$ cat src/design/hmbe_pkg.sv
`timescale 1ns / 1ps

package hmbe_pkg;

    // configuration register indexes
    localparam logic [1:0] REG_BLOCK_SIZE = 2'd0;
    localparam logic [1:0] REG_KEY_LOW    = 2'd1;
    localparam logic [1:0] REG_KEY_HIGH   = 2'd2;

    localparam int MAX_N      = 4;
    localparam int BYTE_W     = 8;
    localparam int VALUE_W    = 18;
    localparam int KEY_W      = 128;
    localparam int QUEUE_DEPTH = 2;

    localparam logic [2:0] N_MIN = 3'd2;
    localparam logic [2:0] N_MAX = 3'd4;

    // one full block on its way from the front to the back
    typedef struct packed {
        logic [MAX_N-1:0][BYTE_W-1:0] msg;
        logic [2:0]                   n;
    } t_block;

    // push side of the block queue
    typedef struct packed {
        logic   valid;
        t_block blk;
    } t_push;

    // clamp the block size register to the supported range
    function automatic logic [2:0] eff_n(input logic [2:0] size);
        logic [2:0] r;
        r = size;
        if (size < N_MIN) r = N_MIN;
        if (size > N_MAX) r = N_MAX;
        return r;
    endfunction

endpackage

$ cat src/design/hmbe_front.sv
`timescale 1ns / 1ps

module hmbe_front (
    input  logic                         i_clk,
    input  logic                         i_rst_n,
    input  logic [2:0]                   i_n,
    input  logic                         i_s_tvalid,
    output logic                         o_s_tready,
    input  logic [hmbe_pkg::BYTE_W-1:0]  i_s_tdata,
    input  logic                         i_s_tlast,
    input  logic                         i_queue_full,
    output hmbe_pkg::t_push              o_push
);

    logic [1:0]                        r_fill;
    logic [1:0]                        n_fill;
    logic [2:0][hmbe_pkg::BYTE_W-1:0]  r_bb;
    logic                              w_complete;
    logic                              w_accept;
    logic [2:0]                        w_last_pos;

    // a block completes when this byte brings the fill up to n
    assign w_complete = ({1'b0, r_fill} + 3'd1) >= i_n;
    assign o_s_tready = !(w_complete && i_queue_full);
    assign w_accept   = i_s_tvalid && o_s_tready;
    assign w_last_pos = i_n - 3'd1;

    // assemble the block: stored bytes then the current byte, zeros beyond n
    always_comb begin
        o_push.valid = w_accept && w_complete;
        o_push.blk.n = i_n;
        for (int i = 0; i < hmbe_pkg::MAX_N; i++) begin
            if (3'(i) < w_last_pos && i < 3) begin
                o_push.blk.msg[i] = r_bb[i[1:0]];
            end else if (3'(i) == w_last_pos) begin
                o_push.blk.msg[i] = i_s_tdata;
            end else begin
                o_push.blk.msg[i] = '0;
            end
        end
    end

    // fill count next value
    always_comb begin
        n_fill = r_fill;
        if (w_accept) begin
            if (w_complete) begin
                n_fill = 2'd0;
            end else begin
                n_fill = r_fill + 2'd1;
            end
            if (i_s_tlast) begin
                n_fill = 2'd0;
            end
        end
    end

    always_ff @(posedge i_clk) begin
        if (!i_rst_n) begin
            r_fill <= 2'd0;
        end else begin
            r_fill <= n_fill;
        end
    end

    // partial block storage
    always_ff @(posedge i_clk) begin
        if (!i_rst_n) begin
            r_bb <= '0;
        end else if (w_accept && !w_complete) begin
            r_bb[r_fill] <= i_s_tdata;
        end
    end

endmodule

$ cat src/design/hmbe_queue.sv
`timescale 1ns / 1ps

module hmbe_queue (
    input  logic             i_clk,
    input  logic             i_rst_n,
    input  hmbe_pkg::t_push  i_push,
    input  logic             i_pop,
    output logic             o_full,
    output logic             o_empty,
    output hmbe_pkg::t_block o_head
);

    hmbe_pkg::t_block [hmbe_pkg::QUEUE_DEPTH-1:0] r_mem;
    logic       r_wr_ptr;
    logic       r_rd_ptr;
    logic [1:0] r_count;
    logic [1:0] n_count;

    assign o_full  = (r_count == 2'(hmbe_pkg::QUEUE_DEPTH));
    assign o_empty = (r_count == 2'd0);
    assign o_head  = r_mem[r_rd_ptr];

    // occupancy
    always_comb begin
        n_count = r_count;
        if (i_push.valid && !(i_pop && !o_empty)) begin
            n_count = r_count + 2'd1;
        end else if (!i_push.valid && i_pop && !o_empty) begin
            n_count = r_count - 2'd1;
        end
    end

    always_ff @(posedge i_clk) begin
        if (!i_rst_n) begin
            r_wr_ptr <= 1'b0;
            r_rd_ptr <= 1'b0;
            r_count  <= 2'd0;
        end else begin
            r_count <= n_count;
            if (i_push.valid) begin
                r_wr_ptr <= !r_wr_ptr;
            end
            if (i_pop && !o_empty) begin
                r_rd_ptr <= !r_rd_ptr;
            end
        end
    end

    // block storage
    always_ff @(posedge i_clk) begin
        if (i_push.valid) begin
            r_mem[r_wr_ptr] <= i_push.blk;
        end
    end

endmodule

$ cat src/design/hmbe_back.sv
`timescale 1ns / 1ps

module hmbe_back (
    input  logic                          i_clk,
    input  logic                          i_rst_n,
    input  logic [hmbe_pkg::KEY_W-1:0]    i_key,
    input  logic                          i_empty,
    input  hmbe_pkg::t_block              i_head,
    output logic                          o_pop,
    output logic                          o_m_tvalid,
    input  logic                          i_m_tready,
    output logic [hmbe_pkg::VALUE_W-1:0]  o_value,
    output logic                          o_m_tlast
);

    logic [1:0]                     r_col;
    logic                           r_out_valid;
    logic [hmbe_pkg::VALUE_W-1:0]   r_out_value;
    logic                           r_out_last;
    logic                           w_load;
    logic                           w_last_col;
    logic [hmbe_pkg::VALUE_W-1:0]   w_dot;
    logic [3:0]                     w_k;
    logic [hmbe_pkg::BYTE_W-1:0]    w_kb;

    assign w_load     = !i_empty && (!r_out_valid || i_m_tready);
    assign w_last_col = ({1'b0, r_col} == (i_head.n - 3'd1));
    assign o_pop      = w_load && w_last_col;

    // dot product of the block with key column r_col
    always_comb begin
        w_dot = '0;
        w_k   = '0;
        w_kb  = '0;
        for (int i = 0; i < hmbe_pkg::MAX_N; i++) begin
            w_k   = 4'(i * i_head.n) + {2'b00, r_col};
            w_kb  = i_key[{w_k, 3'b000} +: hmbe_pkg::BYTE_W];
            w_dot = w_dot + hmbe_pkg::VALUE_W'(i_head.msg[i] * w_kb);
        end
    end

    // column counter walks 0..n-1 over the head block
    always_ff @(posedge i_clk) begin
        if (!i_rst_n) begin
            r_col       <= 2'd0;
            r_out_valid <= 1'b0;
        end else begin
            if (w_load) begin
                r_col <= w_last_col ? 2'd0 : r_col + 2'd1;
            end
            if (w_load) begin
                r_out_valid <= 1'b1;
            end else if (i_m_tready) begin
                r_out_valid <= 1'b0;
            end
        end
    end

    // output register
    always_ff @(posedge i_clk) begin
        if (w_load) begin
            r_out_value <= w_dot;
            r_out_last  <= w_last_col;
        end
    end

    assign o_m_tvalid = r_out_valid;
    assign o_value    = r_out_value;
    assign o_m_tlast  = r_out_last;

endmodule

$ cat src/design/hill_matrix_block_encrypt_unit.sv
`timescale 1ns / 1ps
// path: a completing byte's block is written into the queue, then the back end registers
// its first result; then one result a cycle unless i_m_tready stalls, until all n results of the block are out
// throughput: one byte a cycle while o_s_tready is high; the back end emits one result a
// cycle unless stalled, set by the single dot-product unit walking the head block's key columns
// reset: synchronous active low; clears fill count, queue, output valid and keys; block size to 2

module hill_matrix_block_encrypt_unit (
    input  logic        i_clk,
    input  logic        i_rst_n,
    // config write channel
    input  logic        i_cfg_valid,
    output logic        o_cfg_ready,
    input  logic [1:0]  i_cfg_index,
    input  logic [63:0] i_cfg_data,
    // input stream
    input  logic        i_s_tvalid,
    output logic        o_s_tready,
    input  logic [7:0]  i_s_tdata,   // [7:0] message_byte
    input  logic        i_s_tlast,   // end_of_message
    // output stream
    output logic        o_m_tvalid,
    input  logic        i_m_tready,
    output logic [23:0] o_m_tdata,   // [17:0] cipher_value, [23:18] zero
    output logic        o_m_tlast    // last_of_block
);

    logic [2:0]                     r_block_size;
    logic [63:0]                    r_key_low;
    logic [63:0]                    r_key_high;
    logic [2:0]                     w_n;
    hmbe_pkg::t_push                w_push;
    hmbe_pkg::t_block               w_head;
    logic                           w_full;
    logic                           w_empty;
    logic                           w_pop;
    logic [hmbe_pkg::VALUE_W-1:0]   w_value;

    // configuration registers
    assign o_cfg_ready = 1'b1;

    always_ff @(posedge i_clk) begin
        if (!i_rst_n) begin
            r_block_size <= 3'd2;
            r_key_low    <= '0;
            r_key_high   <= '0;
        end else if (i_cfg_valid) begin
            case (i_cfg_index)
                hmbe_pkg::REG_BLOCK_SIZE: r_block_size <= i_cfg_data[2:0];
                hmbe_pkg::REG_KEY_LOW:    r_key_low    <= i_cfg_data;
                hmbe_pkg::REG_KEY_HIGH:   r_key_high   <= i_cfg_data;
                default: ;
            endcase
        end
    end

    assign w_n = hmbe_pkg::eff_n(r_block_size);

    // front: gathers bytes into blocks
    hmbe_front u_front (
        .i_clk        (i_clk),
        .i_rst_n      (i_rst_n),
        .i_n          (w_n),
        .i_s_tvalid   (i_s_tvalid),
        .o_s_tready   (o_s_tready),
        .i_s_tdata    (i_s_tdata),
        .i_s_tlast    (i_s_tlast),
        .i_queue_full (w_full),
        .o_push       (w_push)
    );

    // short block queue between front and back
    hmbe_queue u_queue (
        .i_clk   (i_clk),
        .i_rst_n (i_rst_n),
        .i_push  (w_push),
        .i_pop   (w_pop),
        .o_full  (w_full),
        .o_empty (w_empty),
        .o_head  (w_head)
    );

    // back: one key column per cycle while a block waits and the output is not stalled
    hmbe_back u_back (
        .i_clk      (i_clk),
        .i_rst_n    (i_rst_n),
        .i_key      ({r_key_high, r_key_low}),
        .i_empty    (w_empty),
        .i_head     (w_head),
        .o_pop      (w_pop),
        .o_m_tvalid (o_m_tvalid),
        .i_m_tready (i_m_tready),
        .o_value    (w_value),
        .o_m_tlast  (o_m_tlast)
    );

    assign o_m_tdata = {6'b000000, w_value};

    // no block is pushed into a full queue unless that queue is popped in the same cycle
    assert property (@(posedge i_clk) disable iff (!i_rst_n)
        !(w_push.valid && w_full && !w_pop))
        else $error("block pushed into full queue");

    // the queue is only popped when it holds a block
    assert property (@(posedge i_clk) disable iff (!i_rst_n)
        w_pop |-> !w_empty)
        else $error("pop from empty queue");

    // the output is empty right after reset
    assert property (@(posedge i_clk)
        !i_rst_n |=> !o_m_tvalid)
        else $error("output valid after reset");

    // a loaded block's final result carries the last mark
    assert property (@(posedge i_clk) disable iff (!i_rst_n)
        w_pop |=> (o_m_tvalid && o_m_tlast))
        else $error("block end without last mark");

endmodule
$ cat config.mk
export PLATFORM = sky130hd
export DESIGN_NAME = hill_matrix_block_encrypt_unit
export DESIGN_NICKNAME = d
export VERILOG_FILES = /design/src/design/hmbe_pkg.sv /design/src/design/hmbe_front.sv /design/src/design/hmbe_queue.sv /design/src/design/hmbe_back.sv /design/src/design/hill_matrix_block_encrypt_unit.sv
export SDC_FILE = /design/constraint.sdc
export NUM_CORES = 1
export LEC_CHECK = 0
export ABC_AREA = 1
export BUFFER_PORTS_ARGS = -buffer_cell sky130_fd_sc_hd__buf_2
export CORE_ASPECT_RATIO = 0.75
export CORE_MARGIN = 8
export CORE_UTILIZATION = 40
export DETAILED_ROUTE_END_ITERATION = 7
export GPL_ROUTABILITY_DRIVEN = 0
export PLACE_DENSITY_LB_ADDON = 0.2
export SYNTH_ARGS = -nofsm -noshare
export SYNTH_HDL_FRONTEND = slang
export SYNTH_SLANG_ARGS = --single-unit
$ cat constraint.sdc
create_clock -name i_clk -period 17.9 [get_ports i_clk]
set_input_delay 3.58 -clock i_clk [delete_from_list [all_inputs] [get_ports i_clk]]
set_output_delay 3.58 -clock i_clk [all_outputs]
set_load 0.01 [all_outputs]
==> results.json, run 1 <==
{
  "first_iter_violations": 1946,
  "drt_pass1_iterations": 6,
  "fp.dieH_um": 221,
  "clock.fmax_mhz": 89.3,
  "grt_setup_unrepaired": "no",
  "via_per_inst": 5.22,
  "synth_area_um2": 22400,
  "worst-r2r-cell-count": 40,
  "cts_resized": 0,
  "yosysSeqAreaShare_pct": 26.6,
  "setup_violations": 0,
  "core_area_um2": 55600,
  "run_status": "complete, no violations",
  "insertion_delay_ns": 0.58,
  "critPathLaunchType": "register",
  "register_area_um2": 5960,
  "cts_tree": "done",
  "grt_overflow": 0,
  "synthToLayoutAreaGrowth_pct": 8.71,
  "first_global_vias": 18900,
  "final_area_um2": 24400,
  "cp_max_fo": 84,
  "cp_common_cell": "fa_1",
  "drv_slew": 0,
  "postCtsSetupBuffers": 0,
  "htreeDepth": 1,
  "netlist-cell-type-count": 45,
  "skew_ns": 0.0156,
  "io_pins": 108,
  "yosysTopAreaCell": "fa_1",
  "antenna_left": 0,
  "hold_depth": 2,
  "dpl.hpwl_um": 54400,
  "tightest_slew_ns": 1.40,
  "initial_core_util_pct": 40.3,
  "hold_viol": 0,
  "ys_ff_latch": 253,
  "std_cell_rows": 75,
  "final_common_cell": "nand2_1",
  "slew_headroom_pct": 5.66,
  "fin_crit_ns": 11.20,
  "endpoint_kind": "register",
  "fillerInstances": 5745,
  "holdPathEnd": "u_front.r_bb[16]",
  "r2r_start": "u_queue.r_rd_ptr",
  "grt_pass1_wl_um": 107000,
  "maxCapViolCount": 0,
  "ys.flop_type": "dfxtp_1",
  "antenna_cells": 0,
  "cts.sinks": 253,
  "clockRootBuffer": "clkbuf_16",
  "clk_pin_slew_ns": 0.06,
  "antenna_found_initial": 1,
  "async_flop_share_pct": 0,
  "syn_inst": 2905,
  "grt_max_degree": 96,
  "vias": 19300,
  "critPathKind": "reg2reg",
  "worstPathArrival_ns": 11.51,
  "layout_common_cells": "nand2_1 (500), inv_1 (481), nor2_1 (356)",
  "clock_path_buffers": 3,
  "drc": 0,
  "die_area_um2": 63900,
  "cpPeakStageDelay_ns": 0.71,
  "postSynthAreaPerCell_um2": 7.71,
  "tns_ns": 0,
  "io_buffers": 100,
  "wl_per_cell_um": 18.7,
  "nets": 3386,
  "synth_edf_count": 89,
  "finalCritPeriodShare_pct": 62.6,
  "worst_ep_required_time_ns": 18.21,
  "cts_buffers": 28,
  "dpl_cell_area_um2": 23400,
  "multi_input_area_um2": 14000,
  "synth_top_area_share_pct": 19.0,
  "die_x_um": 289,
  "holdBufCountCts": 0,
  "min_path_type": "reg2reg",
  "routed_wl_um": 68900,
  "r2r_setup_slack_ns": 6.70,
  "yosysWarnings": 0,
  "synth_area_leaders": "fa_1 (19%), dfxtp_1 (15%), edfxtp_1 (12%), ha_1 (8.5%), nand2_1 (8.4%)",
  "reg2reg_to": "u_back.o_value[10]",
  "worst_path_max_delay_cell": "buf_4",
  "grt_usage_pct": 21.3,
  "hold_start": "u_front.r_bb[16]",
  "layout-drive-gt1-share_pct": 8.51
}
-- how the worst max path moves through the flow --
stage | from | to | slack (ns) | cells past startpoint
5_1_grt | u_queue.r_rd_ptr | u_back.o_value[16] | 5.78 | 41
6_report | u_queue.r_rd_ptr | u_back.o_value[10] | 6.70 | 40
3_5_place_dp | u_queue.r_rd_ptr | u_back.o_value[10] | 6.82 | 40
2_1_floorplan | u_queue.r_rd_ptr | u_back.o_value[15] | 8.10 | 47
4_1_cts | u_queue.r_rd_ptr | u_back.o_value[10] | 6.78 | 40
3_3_place_gp | u_queue.r_rd_ptr | u_back.o_value[15] | 7.00 | 44
-- area by class of cell --
| type | instances | area share, % |
|---|---|---|
| Multi-Input combinational cell | 2032 | 57.3 |
| Sequential cell | 253 | 24.5 |
| Inverter | 503 | 7.76 |
| Tap cell | 731 | 3.76 |
| Clock buffer | 30 | 3.04 |
| Timing Repair Buffer | 122 | 2.74 |
| Clock inverter | 22 | 0.930 |
-- worst max-delay path: cells and delay by family (launching register included) --
kind,cells,cell delay (ns)
and+or+nand+nor,8,0.88
buffers and inverters,10,1.88
xor gates and xnor gates,2,0.38
DFF,1,0.33
adders and majority gates,13,6.02
AOI/OAI and AO/OA,7,1.37
-- sequential cells by signal, indices dropped and copies added, names as in the netlist --
name / flops
u_queue.r_mem: 70
u_queue.r_wr_ptr: 1
u_back.r_col: 2
u_queue.r_rd_ptr: 1
r_key_high: 64
u_back.o_m_tlast: 1
u_back.o_value: 18
u_front.r_fill: 2
r_block_size: 3
u_front.r_bb: 24
r_key_low: 64
u_back.o_m_tvalid: 1
u_queue.r_count: 2
-- logic make-up after synthesis --
| logic type | share of synthesized area [%] |
|---|---|
| multiplexers | 0.894 |
| buffers and inverters | 11.2 |
| AND/OR/NAND/NOR | 20.7 |
| adder cells (fa/ha/maj) | 27.6 |
| flip-flops | 26.6 |
| XOR/XNOR | 1.30 |
| other | 0.0335 |
| AO/OA/AOI/OAI | 11.7 |
-- synth_stat cells, drive strengths merged (3+ instances only) --
cell    count
dfxtp     164
clkbuf     58
mux2i      20
nor3b       3
nand2     532
buf        64
nor2      361
a21o        5
nand4       7
o211ai      9
nand3b      4
nor3        7
edfxtp     89
nand3     176
fa        213
a21oi     138
o21ai     352
inv       503
xnor2      12
ha        153
or2        13
xor2       14
-- through the flow --
stage	instances	setup slack, ns	hold WS (ns)	util (%)
after CTS	3693	6.78	0.457	43.8
after floorplan	2910	8.10	0.430	-
after detailed placement	3641	6.82	0.448	42.0
final	3693	6.70	0.456	43.8
after global routing	3693	5.78	0.474	43.8
after global placement	3641	7.00	0.443	42.0
-- per-layer routing --
metal / global-route usage (%) / vias up / part of all wire [%]
li1: - / 9189 / -
met1: 30.3 / 9270 / 46
met2: 31.4 / 721 / 42
met3: 7.05 / 81 / 11
met4: 4.20 / 0 / 2.1
met5: 0 / - / 0
Power of run 1 is left out: the tool's default activity adds up to more than one toggle a clock period on the data nets, which glitch-free logic cannot reach.
==> inputs of run 2 (changes only) <==
==> constraint.sdc (replaced) <==
create_clock -name i_clk -period 10.64 [get_ports i_clk]
set_input_delay 2.128 -clock i_clk [delete_from_list [all_inputs] [get_ports i_clk]]
set_output_delay 2.128 -clock i_clk [all_outputs]
set_load 0.01 [all_outputs]
==> run 2 against run 1 <==
Compared with the run above: non-clock buffer count up 14; cell count up 0.41%; die area unchanged; register-to-register slack worse by 6.2 ns; clock-buffer cell count up 14; clock skew up 0.038 ns; wire length up 1.2%; first-iteration DRC count down 0.51%; sequential share of layout area down 0.18 points; via count up 1.1%; utilization up 0.32 points; critical path depth up 1; critical path type unchanged; highest routed layer unchanged.
==> results.json, run 2 (synthesized netlist as in run 1, its figures left out) <==
{
  "drv_slew": 0,
  "antenna_found_initial": 1,
  "cp_max_fo": 13,
  "clock.fmax_mhz": 99.1,
  "wl_per_cell_um": 18.8,
  "drc": 0,
  "insertion_delay_ns": 0.61,
  "first_iter_violations": 1936,
  "cts_buffers": 28,
  "grt_max_degree": 100,
  "wl_met1_um": 32400,
  "slew_headroom_pct": 18.1,
  "layout_common_cells": "nand2_1 (500), inv_1 (479), nor2_1 (356)",
  "critPathLaunchType": "register",
  "layout-drive-gt1-share_pct": 9.04,
  "worstPathArrival_ns": 10.41,
  "std_cell_rows": 75,
  "grt_pass1_wl_um": 109000,
  "tightest_slew_ns": 1.22,
  "cts_tree": "done",
  "final_common_cell": "nand2_1",
  "synthToLayoutAreaGrowth_pct": 9.51,
  "wl_met3_um": 6950,
  "io_pins": 108,
  "grt_usage_pct": 21.5,
  "nets": 3400,
  "dpl.hpwl_um": 54700,
  "hold_viol": 0,
  "fp.dieH_um": 221,
  "setup_violations": 0,
  "largest_registers": "u_queue.r_mem (70), r_key_high (64), r_key_low (64)",
  "die_area_um2": 63900,
  "routed_wl_um": 69700,
  "drt_pass1_iterations": 8,
  "clockRootBuffer": "clkbuf_16",
  "fillerInstances": 5606,
  "first_global_vias": 19000,
  "core_area_um2": 55600,
  "largest_register_ffs": 70,
  "final_area_um2": 24500,
  "top_register": "u_queue.r_mem",
  "die_x_um": 289,
  "run_status": "complete, no violations",
  "maxCapViolCount": 0,
  "finalCritPeriodShare_pct": 94.9,
  "dr.max_layer_used": "met4",
  "worst_path_max_delay_cell": "fa_2",
  "cpPeakStageDelay_ns": 0.61,
  "cts.sinks": 253,
  "met2_length_um": 29000,
  "io_buffers": 100,
  "min_path_type": "reg2reg",
  "clk_pin_slew_ns": 0.06,
  "r2r_setup_slack_ns": 0.54,
  "worst_ep_required_time_ns": 10.96,
  "dpl_cell_area_um2": 23500,
  "utilization_pct": 44.1,
  "via_per_inst": 5.25,
  "vias": 19500,
  "fin_crit_ns": 10.10,
  "htreeDepth": 1,
  "grt_overflow": 0,
  "cp_common_cell": "fa_1",
  "clock_path_buffers": 3,
  "initial_core_util_pct": 40.3,
  "antenna_left": 0,
  "skew_ns": 0.0534,
  "critPathKind": "reg2reg",
  "endpoint_kind": "register"
}
[run 2: cell count changes in the layout (fill, tap and decap cells not counted), sizes merged]
cell      change
buf          +12
clkinv       -11
bufinv        -1
inv           -3
clkbuf       +16
clkinvlp      +1
diode         +1
[run 2: layout make-up]
cell class | instances | area (um^2) | area share [%]
flip-flops and latches | 253 | 5960 | 24.3
clock buffers | 44 | 821 | 3.35
clock inverters | 8 | 123 | 0.500
diodes | 1 | 2.50 | 0.0102
multi-input cells | 2032 | 14000 | 57.0
repair buffers | 136 | 825 | 3.36
well taps | 731 | 915 | 3.73
inverters | 503 | 1900 | 7.74
[run 2: through the flow]
step	cells	hold slack, ns	worst slack [ns]	TNS, ns
6_report	3708	0.453	0.544	0
5_1_grt	3707	0.468	-0.00843	-0.00843
4_1_cts	3703	0.455	0.204	0
3_5_place_dp	3651	0.446	0.258	0
3_3_place_gp	3651	0.440	0.441	0
2_1_floorplan	2910	0.430	0.844	0
[run 2: repair_timing]
| action | in CTS | in global routing |
|---|---|---|
| buffers inserted | 0 | 2 |
| endpoints found under the setup margin | 0 | 12 |
| gates resized for setup | 0 | 22 |
| hold buffers | 0 | 0 |
[run 2: final timing paths]
kind | end | depth (start not counted) | from
worst max-delay path | u_back.o_value[15] | 41 | u_queue.r_rd_ptr
worst min-delay path | u_front.r_bb[19] | 2 | u_front.r_bb[19]
worst max register to register | u_back.o_value[15] | 41 | u_queue.r_rd_ptr
worst min register to register | u_front.r_bb[19] | 2 | u_front.r_bb[19]
[run 2: per-layer routing]
layer,vias up,GRT usage (%)
met1,9405,31.8
met3,85,5.11
met4,0,4.18
li1,9221,-
met2,758,31.7
met5,-,0
[run 2: critical path, delay by kind of cell, from the launching register on]
family	cells	cell delay, ns
mux	1	0.31
xor+xnor	1	0.17
simple gates	12	1.28
fa+ha+maj	14	6.19
buf+inv	8	0.64
flops	1	0.36
compound gates	5	0.84
Power of run 2 is left out for the same reason.
